==> src/rtl/keyframe_linear_interpolator_core_macros.svh <==
// Assertion macros used by the keyframe interpolator RTL.
`ifndef KEYFRAME_LINEAR_INTERPOLATOR_CORE_MACROS_SVH
`define KEYFRAME_LINEAR_INTERPOLATOR_CORE_MACROS_SVH

// Antecedent true implies consequent true in the same cycle.
`define KLI_ASSERT_NOW(label, clk, rst_n, ante, cons, msg) \
    label: assert property (@(posedge clk) disable iff (!rst_n) (ante) |-> (cons)) \
        else $error(msg);

// Antecedent true implies consequent true in the next cycle.
`define KLI_ASSERT_NEXT(label, clk, rst_n, ante, cons, msg) \
    label: assert property (@(posedge clk) disable iff (!rst_n) (ante) |=> (cons)) \
        else $error(msg);

`endif

==> src/rtl/kli_pkg.sv <==
// ----------------------------------------------------------------------------
// kli_pkg
// Types and constants for the keyframe linear interpolator.
// ----------------------------------------------------------------------------
package kli_pkg;

    localparam int DATA_W        = 32;
    localparam int MAX_KEYS_DEF  = 16;
    localparam int FRAC_BITS_DEF = 16;

    typedef enum logic [1:0] {
        MODE_QUERY  = 2'd0,
        MODE_INSERT = 2'd1,
        MODE_STATIC = 2'd2,
        MODE_RSVD   = 2'd3
    } mode_t;

    typedef enum logic [2:0] {
        ST_INTERP = 3'd0,
        ST_HELD   = 3'd1,
        ST_STATIC = 3'd2,
        ST_DONE   = 3'd3,
        ST_FULL   = 3'd4
    } status_t;

    typedef enum logic [1:0] {
        RES_ZERO   = 2'd0,
        RES_STATIC = 2'd1,
        RES_RD     = 2'd2,
        RES_LERP   = 2'd3
    } res_sel_t;

    typedef enum logic [3:0] {
        S_IDLE,
        S_QRD,
        S_QCMP,
        S_DIV,
        S_MUL,
        S_ADD,
        S_IRD,
        S_ICMP,
        S_SHCHK,
        S_SHWR,
        S_INSW,
        S_OUT
    } state_t;

    typedef struct packed {
        logic                     [1:0] mode;
        logic signed [DATA_W-1:0]       item_time;
        logic signed [DATA_W-1:0]       item_value;
    } in_item_t;

    typedef struct packed {
        logic signed [DATA_W-1:0] result_value;
        logic        [2:0]        status;
    } out_item_t;

    // Controller to datapath
    typedef struct packed {
        logic     load_in;
        logic     set_static;
        logic     rd_en;
        logic     wr_en;
        logic     wr_from_in;
        logic     cap_prev;
        logic     div_init;
        logic     div_step;
        logic     mul_en;
        logic     pend_load;
        res_sel_t pend_sel;
        status_t  pend_status;
        logic     out_load;
    } cmd_t;

    // Datapath to controller
    typedef struct packed {
        logic gt;
        logic ge;
        logic out_busy;
    } sts_t;

endpackage

==> src/rtl/kli_datapath.sv <==
// ----------------------------------------------------------------------------
// kli_datapath
// Keyframe tables, divider, multiplier and result registers.
// ----------------------------------------------------------------------------
module kli_datapath
    import kli_pkg::*;
#(
    parameter int MAX_KEYS  = MAX_KEYS_DEF,
    parameter int FRAC_BITS = FRAC_BITS_DEF,
    localparam int AW = (MAX_KEYS > 1) ? $clog2(MAX_KEYS) : 1
)
(
    input  logic            clk,
    input  logic            rst_n,
    input  in_item_t        in_data,
    input  cmd_t            cmd,
    input  logic [AW-1:0]   rd_addr,
    input  logic [AW-1:0]   wr_addr,
    output sts_t            sts,
    input  logic            out_ready,
    output logic            out_valid,
    output out_item_t       out_data
);

    localparam int PW = DATA_W + 2 + FRAC_BITS;

    logic signed [DATA_W-1:0] key_times  [MAX_KEYS];
    logic signed [DATA_W-1:0] key_values [MAX_KEYS];

    in_item_t                 in_reg;
    logic signed [DATA_W-1:0] static_reg;
    logic signed [DATA_W-1:0] rd_t_reg, rd_v_reg, prev_t_reg, prev_v_reg;
    logic        [DATA_W-1:0] rem_reg, den_reg;
    logic        [FRAC_BITS-1:0] quo_reg;
    logic signed [DATA_W:0]   dv_reg;
    logic signed [PW-1:0]     prod_reg;
    logic signed [DATA_W-1:0] pend_val_reg;
    status_t                  pend_st_reg;
    out_item_t                out_reg;
    logic                     out_valid_reg;

    logic signed [DATA_W:0]   dt_w, dd_w, dv_w;
    logic        [DATA_W:0]   rem2;
    logic signed [PW-1:0]     prod_w, shifted, sum_w;
    logic signed [DATA_W-1:0] lerp_val, pend_val_next;

    // Differences against the previous keyframe
    always_comb
    begin
        dt_w = {in_reg.item_time[DATA_W-1], in_reg.item_time} - {prev_t_reg[DATA_W-1], prev_t_reg};
        dd_w = {rd_t_reg[DATA_W-1], rd_t_reg} - {prev_t_reg[DATA_W-1], prev_t_reg};
        dv_w = {rd_v_reg[DATA_W-1], rd_v_reg} - {prev_v_reg[DATA_W-1], prev_v_reg};
        rem2 = {rem_reg, 1'b0};
    end

    // Interpolated value: v0 + floor(dv * frac / 2^F)
    always_comb
    begin
        prod_w   = dv_reg * $signed({1'b0, quo_reg});
        shifted  = prod_reg >>> FRAC_BITS;
        sum_w    = {{(PW-DATA_W){prev_v_reg[DATA_W-1]}}, prev_v_reg} + shifted;
        lerp_val = sum_w[DATA_W-1:0];
    end

    always_comb
    begin
        case (cmd.pend_sel)
            RES_ZERO:   pend_val_next = '0;
            RES_STATIC: pend_val_next = static_reg;
            RES_RD:     pend_val_next = rd_v_reg;
            RES_LERP:   pend_val_next = lerp_val;
            default:    pend_val_next = '0;
        endcase
    end

    // Table storage, one write and one registered read
    always_ff @(posedge clk)
    begin
        if (cmd.wr_en)
        begin
            key_times[wr_addr]  <= cmd.wr_from_in ? in_reg.item_time  : rd_t_reg;
            key_values[wr_addr] <= cmd.wr_from_in ? in_reg.item_value : rd_v_reg;
        end
        if (cmd.rd_en)
        begin
            rd_t_reg <= key_times[rd_addr];
            rd_v_reg <= key_values[rd_addr];
        end
    end

    // Working registers
    always_ff @(posedge clk)
    begin
        if (cmd.load_in)
            in_reg <= in_data;
        if (cmd.cap_prev)
        begin
            prev_t_reg <= rd_t_reg;
            prev_v_reg <= rd_v_reg;
        end
        if (cmd.div_init)
        begin
            rem_reg <= dt_w[DATA_W-1:0];
            den_reg <= dd_w[DATA_W-1:0];
            dv_reg  <= dv_w;
            quo_reg <= '0;
        end
        else if (cmd.div_step)
        begin
            if (rem2 >= {1'b0, den_reg})
            begin
                rem_reg <= rem2[DATA_W-1:0] - den_reg;
                quo_reg <= {quo_reg[FRAC_BITS-2:0], 1'b1};
            end
            else
            begin
                rem_reg <= rem2[DATA_W-1:0];
                quo_reg <= {quo_reg[FRAC_BITS-2:0], 1'b0};
            end
        end
        if (cmd.mul_en)
            prod_reg <= prod_w;
        if (cmd.pend_load)
        begin
            pend_val_reg <= pend_val_next;
            pend_st_reg  <= cmd.pend_status;
        end
        if (cmd.out_load)
        begin
            out_reg.result_value <= pend_val_reg;
            out_reg.status       <= pend_st_reg;
        end
    end

    // Static level and output valid
    always_ff @(posedge clk or negedge rst_n)
    begin
        if (!rst_n)
        begin
            static_reg    <= '0;
            out_valid_reg <= 1'b0;
        end
        else
        begin
            if (cmd.set_static)
                static_reg <= in_data.item_value;
            if (cmd.out_load)
                out_valid_reg <= 1'b1;
            else if (out_ready)
                out_valid_reg <= 1'b0;
        end
    end

    assign sts.gt       = rd_t_reg >  in_reg.item_time;
    assign sts.ge       = rd_t_reg >= in_reg.item_time;
    assign sts.out_busy = out_valid_reg && !out_ready;
    assign out_valid    = out_valid_reg;
    assign out_data     = out_reg;

endmodule

==> src/rtl/kli_controller.sv <==
// ----------------------------------------------------------------------------
// kli_controller
// Sequencer for search, shift-insert, divide and result hand-off.
// ----------------------------------------------------------------------------
module kli_controller
    import kli_pkg::*;
#(
    parameter int MAX_KEYS  = MAX_KEYS_DEF,
    parameter int FRAC_BITS = FRAC_BITS_DEF,
    localparam int AW = (MAX_KEYS > 1) ? $clog2(MAX_KEYS) : 1,
    localparam int CW = $clog2(MAX_KEYS + 1),
    localparam int SW = $clog2(FRAC_BITS)
)
(
    input  logic          clk,
    input  logic          rst_n,
    input  logic          in_valid,
    output logic          in_ready,
    input  logic [1:0]    in_mode,
    input  sts_t          sts,
    output cmd_t          cmd,
    output logic [AW-1:0] rd_addr,
    output logic [AW-1:0] wr_addr,
    output state_t        state
);

    state_t         state_reg, state_next;
    logic [CW-1:0]  count_reg, count_next;
    logic [CW-1:0]  idx_reg, idx_next;
    logic [CW-1:0]  pos_reg, pos_next;
    logic [SW-1:0]  step_reg, step_next;
    logic [CW-1:0]  idx_m1;
    logic           accept;

    assign idx_m1 = idx_reg - CW'(1);
    assign accept = in_valid && (state_reg == S_IDLE);

    // State register
    always_ff @(posedge clk or negedge rst_n)
    begin
        if (!rst_n)
        begin
            state_reg <= S_IDLE;
            count_reg <= '0;
            idx_reg   <= '0;
            pos_reg   <= '0;
            step_reg  <= '0;
        end
        else
        begin
            state_reg <= state_next;
            count_reg <= count_next;
            idx_reg   <= idx_next;
            pos_reg   <= pos_next;
            step_reg  <= step_next;
        end
    end

    // Next state and commands
    always_comb
    begin
        state_next = state_reg;
        count_next = count_reg;
        idx_next   = idx_reg;
        pos_next   = pos_reg;
        step_next  = step_reg;
        cmd        = '0;
        rd_addr    = idx_reg[AW-1:0];
        wr_addr    = idx_reg[AW-1:0];

        case (state_reg)
            S_IDLE:
            begin
                if (accept)
                begin
                    cmd.load_in = 1'b1;
                    idx_next    = '0;
                    case (mode_t'(in_mode))
                        MODE_QUERY:
                        begin
                            if (count_reg == '0)
                            begin
                                cmd.pend_load   = 1'b1;
                                cmd.pend_sel    = RES_STATIC;
                                cmd.pend_status = ST_STATIC;
                                state_next      = S_OUT;
                            end
                            else
                                state_next = S_QRD;
                        end
                        MODE_INSERT:
                        begin
                            if (count_reg == CW'(MAX_KEYS))
                            begin
                                cmd.pend_load   = 1'b1;
                                cmd.pend_sel    = RES_ZERO;
                                cmd.pend_status = ST_FULL;
                                state_next      = S_OUT;
                            end
                            else if (count_reg == '0)
                            begin
                                pos_next   = '0;
                                state_next = S_INSW;
                            end
                            else
                                state_next = S_IRD;
                        end
                        MODE_STATIC:
                        begin
                            cmd.set_static  = 1'b1;
                            count_next      = '0;
                            cmd.pend_load   = 1'b1;
                            cmd.pend_sel    = RES_ZERO;
                            cmd.pend_status = ST_DONE;
                            state_next      = S_OUT;
                        end
                        default:
                        begin
                            cmd.pend_load   = 1'b1;
                            cmd.pend_sel    = RES_ZERO;
                            cmd.pend_status = ST_FULL;
                            state_next      = S_OUT;
                        end
                    endcase
                end
            end

            // Query: first key later than the time
            S_QRD:
            begin
                cmd.rd_en  = 1'b1;
                state_next = S_QCMP;
            end
            S_QCMP:
            begin
                if (sts.gt)
                begin
                    if (idx_reg == '0)
                    begin
                        cmd.pend_load   = 1'b1;
                        cmd.pend_sel    = RES_RD;
                        cmd.pend_status = ST_HELD;
                        state_next      = S_OUT;
                    end
                    else
                    begin
                        cmd.div_init = 1'b1;
                        step_next    = '0;
                        state_next   = S_DIV;
                    end
                end
                else
                begin
                    cmd.cap_prev = 1'b1;
                    if (idx_reg == count_reg - CW'(1))
                    begin
                        cmd.pend_load   = 1'b1;
                        cmd.pend_sel    = RES_RD;
                        cmd.pend_status = ST_HELD;
                        state_next      = S_OUT;
                    end
                    else
                    begin
                        idx_next   = idx_reg + CW'(1);
                        state_next = S_QRD;
                    end
                end
            end

            // One quotient bit per cycle
            S_DIV:
            begin
                cmd.div_step = 1'b1;
                step_next    = step_reg + SW'(1);
                if (step_reg == SW'(FRAC_BITS - 1))
                    state_next = S_MUL;
            end
            S_MUL:
            begin
                cmd.mul_en = 1'b1;
                state_next = S_ADD;
            end
            S_ADD:
            begin
                cmd.pend_load   = 1'b1;
                cmd.pend_sel    = RES_LERP;
                cmd.pend_status = ST_INTERP;
                state_next      = S_OUT;
            end

            // Insert: first key not earlier than the time
            S_IRD:
            begin
                cmd.rd_en  = 1'b1;
                state_next = S_ICMP;
            end
            S_ICMP:
            begin
                if (sts.ge)
                begin
                    pos_next   = idx_reg;
                    idx_next   = count_reg;
                    state_next = S_SHCHK;
                end
                else if (idx_reg == count_reg - CW'(1))
                begin
                    pos_next   = count_reg;
                    idx_next   = count_reg;
                    state_next = S_SHCHK;
                end
                else
                begin
                    idx_next   = idx_reg + CW'(1);
                    state_next = S_IRD;
                end
            end

            // Move entries up by one, top first
            S_SHCHK:
            begin
                if (idx_reg == pos_reg)
                    state_next = S_INSW;
                else
                begin
                    cmd.rd_en  = 1'b1;
                    rd_addr    = idx_m1[AW-1:0];
                    state_next = S_SHWR;
                end
            end
            S_SHWR:
            begin
                cmd.wr_en  = 1'b1;
                idx_next   = idx_m1;
                state_next = S_SHCHK;
            end
            S_INSW:
            begin
                cmd.wr_en       = 1'b1;
                cmd.wr_from_in  = 1'b1;
                wr_addr         = pos_reg[AW-1:0];
                count_next      = count_reg + CW'(1);
                cmd.pend_load   = 1'b1;
                cmd.pend_sel    = RES_ZERO;
                cmd.pend_status = ST_DONE;
                state_next      = S_OUT;
            end

            // Hand result to the output register once it is free
            S_OUT:
            begin
                if (!sts.out_busy)
                begin
                    cmd.out_load = 1'b1;
                    state_next   = S_IDLE;
                end
            end

            default:
                state_next = S_IDLE;
        endcase
    end

    assign in_ready = (state_reg == S_IDLE);
    assign state    = state_reg;

endmodule

==> src/rtl/keyframe_linear_interpolator_core.sv <==
// ----------------------------------------------------------------------------
// keyframe_linear_interpolator_core
// Sorted keyframe table with piecewise linear interpolation in signed Q16.16.
//
//   channel | direction | type       | handshake
//   in      | input     | in_item_t  | in_valid / in_ready
//   out     | output    | out_item_t | out_valid / out_ready
//
// A query reads and compares each key scanned, then divides to FRAC_BITS
// quotient bits, multiplies and adds; the single-port table read sets the
// scan cost. An insert scans the same way, then moves each key up with a
// read and a write. Set-static, full-table and reserved skip to the output.
// Reset clears the key count, static level and handshake state; no sweep.
// One transaction is in flight at a time; a result waiting in the output
// register does not block acceptance of the next transaction.
// ----------------------------------------------------------------------------
`include "keyframe_linear_interpolator_core_macros.svh"

module keyframe_linear_interpolator_core
    import kli_pkg::*;
#(
    parameter int MAX_KEYS  = MAX_KEYS_DEF,
    parameter int FRAC_BITS = FRAC_BITS_DEF
)
(
    input  logic      clk,
    input  logic      rst_n,
    input  logic      in_valid,
    output logic      in_ready,
    input  in_item_t  in_data,
    output logic      out_valid,
    input  logic      out_ready,
    output out_item_t out_data
);

    localparam int AW = (MAX_KEYS > 1) ? $clog2(MAX_KEYS) : 1;

    cmd_t          cmd;
    sts_t          sts;
    logic [AW-1:0] rd_addr, wr_addr;
    state_t        state;

    kli_controller #(
        .MAX_KEYS  (MAX_KEYS),
        .FRAC_BITS (FRAC_BITS)
    ) u_ctrl (
        .clk      (clk),
        .rst_n    (rst_n),
        .in_valid (in_valid),
        .in_ready (in_ready),
        .in_mode  (in_data.mode),
        .sts      (sts),
        .cmd      (cmd),
        .rd_addr  (rd_addr),
        .wr_addr  (wr_addr),
        .state    (state)
    );

    kli_datapath #(
        .MAX_KEYS  (MAX_KEYS),
        .FRAC_BITS (FRAC_BITS)
    ) u_dp (
        .clk       (clk),
        .rst_n     (rst_n),
        .in_data   (in_data),
        .cmd       (cmd),
        .rd_addr   (rd_addr),
        .wr_addr   (wr_addr),
        .sts       (sts),
        .out_ready (out_ready),
        .out_valid (out_valid),
        .out_data  (out_data)
    );

    // Checks
    `KLI_ASSERT_NOW(a_no_write_idle, clk, rst_n, cmd.wr_en, state != S_IDLE, "table write while idle")
    `KLI_ASSERT_NOW(a_out_slot_free, clk, rst_n, cmd.out_load, !(out_valid && !out_ready), "result overwrites pending output")
    `KLI_ASSERT_NEXT(a_busy_after_accept, clk, rst_n, in_valid && in_ready, !in_ready, "second transaction accepted while busy")

endmodule
==> config.mk <==
export PLATFORM = sky130hd
export DESIGN_NAME = keyframe_linear_interpolator_core
export DESIGN_NICKNAME = d
export VERILOG_FILES = /design/src/rtl/kli_pkg.sv /design/src/rtl/kli_datapath.sv /design/src/rtl/kli_controller.sv /design/src/rtl/keyframe_linear_interpolator_core.sv
export VERILOG_INCLUDE_DIRS = /design/src /design/src/rtl
export SDC_FILE = /design/constraint.sdc
export NUM_CORES = 2
export LEC_CHECK = 0
export BUFFER_PORTS_ARGS = -buffer_cell sky130_fd_sc_hd__buf_4
export CAP_MARGIN = 30
export CELL_PAD_IN_SITES_DETAIL_PLACEMENT = 0
export CELL_PAD_IN_SITES_GLOBAL_PLACEMENT = 1
export CORE_MARGIN = 8
export CORE_UTILIZATION = 56
export CTS_BUF_LIST = sky130_fd_sc_hd__clkbuf_4 sky130_fd_sc_hd__clkbuf_8
export DETAILED_ROUTE_END_ITERATION = 12
export GPL_TIMING_DRIVEN = 0
export HOLD_SLACK_MARGIN = 0.1
export PLACE_DENSITY_LB_ADDON = 0.25
export SETUP_SLACK_MARGIN = 0.05
export SLEW_MARGIN = 0
export SYNTH_ARGS = -nofsm -noshare
export SYNTH_HDL_FRONTEND = slang
export SYNTH_SLANG_ARGS = --single-unit
export TNS_END_PERCENT = 1
==> constraint.sdc <==
create_clock -name clk -period 8.4 [get_ports clk]
set_input_delay 1.68 -clock clk [delete_from_list [all_inputs] [get_ports clk]]
set_output_delay 1.68 -clock clk [all_outputs]
set_load 0.05 [all_outputs]
-- Word-level counts from Yosys, hierarchy flattened
Memories as Yosys holds them, arrays and structs flattened. A register that Yosys moved wholly into a read port is not among the register bits.
Index checks and enable logic that the tools add are counted.
- flip-flop bits (word level): 415
- memory bits (writable): 1024
- input bits: 70
- output and inout bits: 37
- word-level logic and storage cells: 160
- memories kept: 2
- $add $sub $neg: 10
- multiply operators: 1
- magnitude comparators: 3
- equal/unequal tests: 32
- mux-type cells: 70
- reduce and logical (&&, ||, !) cells: 22
- memory list (name ; words ; width ; rd ports ; clocked after memory_dff ; write ports ; line ; source):
    u_dp.key_times ; 16 ; 32 ; 1 ; 1 ; 1 ; kli_datapath.sv:27 ; logic signed [DATA_W-1:0] key_times [MAX_KEYS];
    u_dp.key_values ; 16 ; 32 ; 1 ; 1 ; 1 ; kli_datapath.sv:28 ; logic signed [DATA_W-1:0] key_values [MAX_KEYS];
- operators with widths (cell ; number):
    $mux 32 ; 5
    $pmux 32 s4 ; 1
    $sub 32x32->32 ; 3
    $mux 5 ; 13
    $mux 4 ; 16
    $mul 33x17->48 ; 1
    $pmux 4 s11 ; 1
    $mux 6 ; 6
    $ge 33x32->1 ; 1
    $sub 32x32->33 ; 1
    $add 32x32->32 ; 1
    $ge 32x32->1 ; 1
    $gt 32x32->1 ; 1
    $pmux 6 s4 ; 1
    $eq 4x4->1 const B ; 5
    $pmux 5 s2 ; 2
    $pmux 5 s4 ; 1
    $pmux 6 s3 ; 1
    $eq 4x3->1 const B ; 4
    $mux 1 ; 16
    $pmux 4 s2 ; 2
    $ne 2x2->1 const B ; 6
    $add 5x1->5 const B ; 2
    $eq 5x5->1 ; 2
    22 further kinds ; 45

-- Depth between registers and ports, before layout
- depth after elaboration: 7
- mapped depth: 26

-- Cells and area by module
From an unflattened synthesis, not the netlist that was laid out.
- cell total of the unflattened synthesis: 5700
- area total of the unflattened synthesis: 82072.5 µm²
- by module, submodules not included (module ; instances ; cells an instance ; area an instance (µm²) ; seq. area each (µm²)):
    kli_datapath ; 1 ; 5435 ; 79978.0 ; 43636.9
    kli_controller ; 1 ; 265 ; 2094.5 ; 575.6

-- Worst setup path after synthesis
No wires, ideal clock.
- path type: register to register
- start: register u_dp.dv_reg[7]
- end: register u_dp.prod_reg[47], data pin
- setup time: 260 ps
- arrival: 6212 ps
- data required time: 8140 ps
- setup slack: 1928 ps
- cell stages (with the launch flop): 22
- buffers on the path: 1
- clock period less this slack: 6472 ps
- cells stage by stage: edfxtp_1 clkbuf_1 and2_1 fa_1 inv_1 fa_1 fa_1 fa_1 inv_1 fa_1 fa_1 ha_1 a2111oi_0 o21ai_0 o2111ai_1 nand4_1 a31oi_2 o2111ai_1 and3_1 a31o_2 a221oi_2 xnor2_1
- word-level cells in the longest chain between the ends: 1
- RTL lines (element ; line ; source):
    from (decl) ; kli_datapath.sv:35 ; logic signed [DATA_W:0] dv_reg;
    from (signal assigned) ; kli_datapath.sv:105 ; dv_reg <= dv_w;
    $mul 33x17->48 ; kli_datapath.sv:59 ; prod_w = dv_reg * $signed({1'b0, quo_reg});
    via u_dp.prod_w[47] ; kli_datapath.sv:44 ; logic signed [PW-1:0] prod_w, shifted, sum_w;
    to (signal assigned) ; kli_datapath.sv:122 ; prod_reg <= prod_w;
    to (decl) ; kli_datapath.sv:36 ; logic signed [PW-1:0] prod_reg;
The timed path passes the listed nets, and every way through them passes these cells.
A chain may end at the register's enable or synchronous reset.

-- Worst setup path after layout
- start: register u_dp.quo_reg[8]
- end: register u_dp.prod_reg[47], data pin
- word-level cells in the longest chain between the ends: 1
- RTL lines (element ; line ; source):
    from (decl) ; kli_datapath.sv:34 ; logic [FRAC_BITS-1:0] quo_reg;
    from (signal assigned) ; kli_datapath.sv:113 ; quo_reg <= {quo_reg[FRAC_BITS-2:0], 1'b1};
    from (signal assigned) ; kli_datapath.sv:118 ; quo_reg <= {quo_reg[FRAC_BITS-2:0], 1'b0};
    $mul 33x17->48 ; kli_datapath.sv:59 ;
    via u_dp.prod_w[47] ; kli_datapath.sv:44 ;
The timed path passes the listed nets, and every way through them passes these cells.

==> results.md <==
- Final routed wirelength across all metal layers: 217900 um
- Worst-Margin Slew: 1068 ps
- CTS tree: built
- Outcome: completed
- Register bit count reported by yosys: 1487
- Layout cells sized above 1: 15.67%
- Worst Hold Depth: 0
- P_leak: 0.03561 uW
- Final number of max-transition violations: 0
- Final setup violating endpoints: 0
- Routability cong.: 0.9155
- CTS HTree Levels: 4
- Yosys top cell area share: 52.05%
- Crit-path max FO: 10
- Seq/Total Area, Yosys: 54.16%
- Post-Route Utilization: 62.91%
- Maximum frequency from static timing analysis: 125.1 MHz
- Overall die area: 158200 um^2
- EDFF count, synth: 1415
- CTS root buffer: clkbuf_8
- Post-Route Setup TNS: 0 ps
- Period utilization: 95.15%
- Finished Layout Cells: 8405
- Reported max-cap violation count: 0
- Width of the chip: 397.8 um
- Sum of overflow across all layers after global routing: 0
- Std-Cell Rows: 140
- Critical Path End Type: flop
- Hold Path Sink: u_dp.out_data[6]$_DFFE_PP_
- Kind of start point of the critical path: flop
- Per-instance average area after synthesis: 13.94 um^2
- Area of the core region: 145200 um^2
- Pint: 21430 uW
- Netlist cell types: 89
- Maximum clock insertion buffer count: 3
- Synth Area in Compound Gates: 5.653%
- Reg-to-reg critical path endpoint: u_dp.prod_reg[47]$_DFFE_PP_
- Register-to-register path setup slack: 410 ps
- Clk sink count: 1487
- Global-route usage over all layers: 27.77%
- P per Cell Area: 394.3 nW/um^2
- Number of filler instances in the final layout: 10787
- Count of nets left with antenna violations after detail routing: 0
- Yosys warning count: 0
- Prevailing post-synth register cell: edfxtp_1
- Source-to-sink clock delay at the later pin of the worst-skew pair: 980 ps
- Overall Power: 36020 uW
- Detailed placement HPWL: 158000 um
- Pin count of the biggest net entering global routing: 57
- Placed cell count: 7975
- Top-level I/O count: 107
- Minimum clock period: 7992 ps
- Drt first-iter violations: 5180
- Required time at the endpoint of the critical path: 9100 ps
- DIE HEIGHT: 397.8 um
- Final nets: 7165
- Final hold violation count: 0
- Reported net switching power: 14590 uW
- Number of antenna violations at the first check in global routing: 8
- Total CTS buffers: 232
- Unrepaired setup endpoints after global routing: false
- Netlist Area Pre-Place: 81630 um^2
- Xor/xnor cell area share of the yosys netlist: 2.048%
- Multiplexer area fraction after synthesis: 9.046%
- Routed wire length per instance: 25.92 um
- Starting density of the core: 56.21%
- Flop pwr share: 32.6%
- Routed via count divided by cell count: 5.952
- Number of iterations in the first detailed-routing pass: 7
- Data arrival time of the worst path: 8700 ps
- Headroom to the max-slew limit: 28.79%
- Share of async-settable or async-resettable flops after synthesis: 3.766%
- Largest area contributor in the netlist: edfxtp_1
- Cell types with the largest area share after synthesis: edfxtp_1, fa_1, mux4_2
- Global-route wire length before repair: 325900 um
- Class of the tightest hold or removal check: flop to flop
- Launch point of the worst hold path: u_dp.pend_val_reg[3]$_DFFE_PP_
- Worst vdd rail ir drop: 0.0002293 V
- Post-CTS setup buffer count: 0
- Residual DRC count: 0
- Port bufs: 106
- Synthesis-to-layout area growth: 11.90%
- Crit Path Class: flop to flop
- Cell count after synthesis: 5856
- Cell count of the worst reg-to-reg path: 23
- Clock group share of total power: 17.1%
- Clock transition at the registers of the reported paths: 60 ps
- Simple-gate share of the synthesized area: 7.564%
- Maximum clock skew at final layout: 74.74 ps
- Post-Synth Adder-Cell Area: 16.80%
- Main combinational cell family by area after synthesis: adder cells
- Synthesized net count: 6726
- Worst reg2reg startpoint: u_dp.quo_reg[8]$_SDFFE_PP0P_
- Combinational power share: 50.3%
- Via Count: 50023
- Number of global-route vias before repair: 51313
- Switching share of power: 40.50%
[per-stage QoR]
stage,cell area (um^2),hold slack (ps),setup slack [ps]
6_report,91350,417.4,407.7
5_1_grt,91340,428.1,60.60
4_1_cts,91280,419.9,51.92
3_5_place_dp,86550,405.6,-49.85
3_3_place_gp,84830,404.3,-602.7
2_1_floorplan,81630,400.3,1928
[critical path, cell delays in order (launching register included)]
cell       delay, ps
dfxtp_1          300
clkbuf_1         520
clkbuf_1         560
nand2_1          170
fa_1             560
inv_1             50
fa_1             490
fa_1             600
fa_1             440
fa_1             500
inv_1             50
fa_1             480
inv_1             50
ha_1             340
a21oi_1          170
o22ai_1          140
o21ai_0          430
nand4_1          250
a31oi_2          340
o2111ai_1        340
and3_1           330
a31o_2           270
a221oi_2         250
xnor2_1          110
[final cells by class]
type | count | area (um^2) | area share (%)
Clock buffer | 319 | 3884 | 4.252
Multi-Input combinational cell | 3361 | 33730 | 36.93
Clock inverter | 103 | 842.1 | 0.9218
Tap cell | 1917 | 2399 | 2.626
Inverter | 775 | 2912 | 3.187
Buffer | 231 | 960.9 | 1.052
Sequential cell | 1487 | 44210 | 48.40
Antenna cell | 5 | 12.51 | 0.01370
Timing Repair Buffer | 207 | 2396 | 2.623
[timing repair]
| action | 4_1_cts | 5_1_grt |
|---|---|---|
| hold buffers | 0 | 0 |
| endpoints found under the hold margin | 0 | 0 |
| gates resized for setup | 2 | 29 |
| cloned | 0 | 0 |
| pin swaps | 0 | 0 |
| setup endpoints to repair | 2 | 7 |
[layout by cell type, fill, tap and decap left out, types with 130 or more instances in the layout]
cell,netlist,final
nor2_1,176,159
nand2_1,653,653
clkbuf_8,0,238
mux4_2,320,320
edfxtp_1,1415,1415
clkbuf_1,172,155
inv_1,774,773
a21oi_1,190,189
buf_4,4,130
o21ai_0,162,142
fa_1,494,494
and2_1,233,233
ha_1,306,306
[how the worst max path moves through the flow]
stage | from | to | slack [ps] | cells after the start
after floorplan | u_dp.dv_reg[7]$_DFFE_PP_ | u_dp.prod_reg[47]$_DFFE_PP_ | 1930 | 21
after global placement | u_ctrl.state[1]$_DFFE_PN0P_ | u_dp.key_values[15][11]$_DFFE_PP_ | -600 | 6
after detailed placement | u_dp.quo_reg[6]$_SDFFE_PP0P_ | u_dp.prod_reg[47]$_DFFE_PP_ | -50 | 22
after CTS | u_dp.quo_reg[2]$_SDFFE_PP0P_ | u_dp.prod_reg[47]$_DFFE_PP_ | 50 | 22
after global routing | u_dp.quo_reg[11]$_SDFFE_PP0P_ | u_dp.prod_reg[47]$_DFFE_PP_ | 60 | 24
final | u_dp.quo_reg[8]$_SDFFE_PP0P_ | u_dp.prod_reg[47]$_DFFE_PP_ | 410 | 23
[synthesized netlist by cell type, types with 40 or more instances]
library cell	n
inv_1	774
clkbuf_1	172
buf_2	46
o21ai_0	162
nor2_1	176
ha_1	306
fa_1	494
mux4_2	320
dfrtp_1	56
a21oi_1	190
a211oi_1	40
nand2_1	653
nor3_1	41
a21o_1	75
nand3_1	55
xor2_1	69
edfxtp_1	1415
nand2b_1	45
and2_1	233
xnor2_1	120
[power groups by stage]
stage          sequential [uW]  clock [uW]  combinational (uW)
2_1_floorplan            11400           0               12600
3_3_place_gp             12000           0               17300
3_5_place_dp             11800           0               17900
4_1_cts                  11700        6240               18100
5_1_grt                  11800        6560               20100
6_report                 11800        6150               18100
[cell families after synthesis]
kind of cell | after synthesis
flops | 1487
simple gates | 1328
buf+inv | 1008
fa+ha+maj | 800
compound gates | 706
mux | 337
xor+xnor | 190
[layer usage]
| metal | vias up | wire [um] | share of wire, % | track usage [%] |
|---|---|---|---|---|
| li1 | 21697 | - | - | - |
| met1 | 25495 | 89310 | 41 | 39.89 |
| met2 | 2465 | 98180 | 45 | 42.52 |
| met3 | 366 | 24720 | 11 | 7.239 |
| met4 | 0 | 5655 | 2.6 | 7.600 |
| met5 | - | 0 | 0 | 0 |
(Power assumes the default switching activity.)
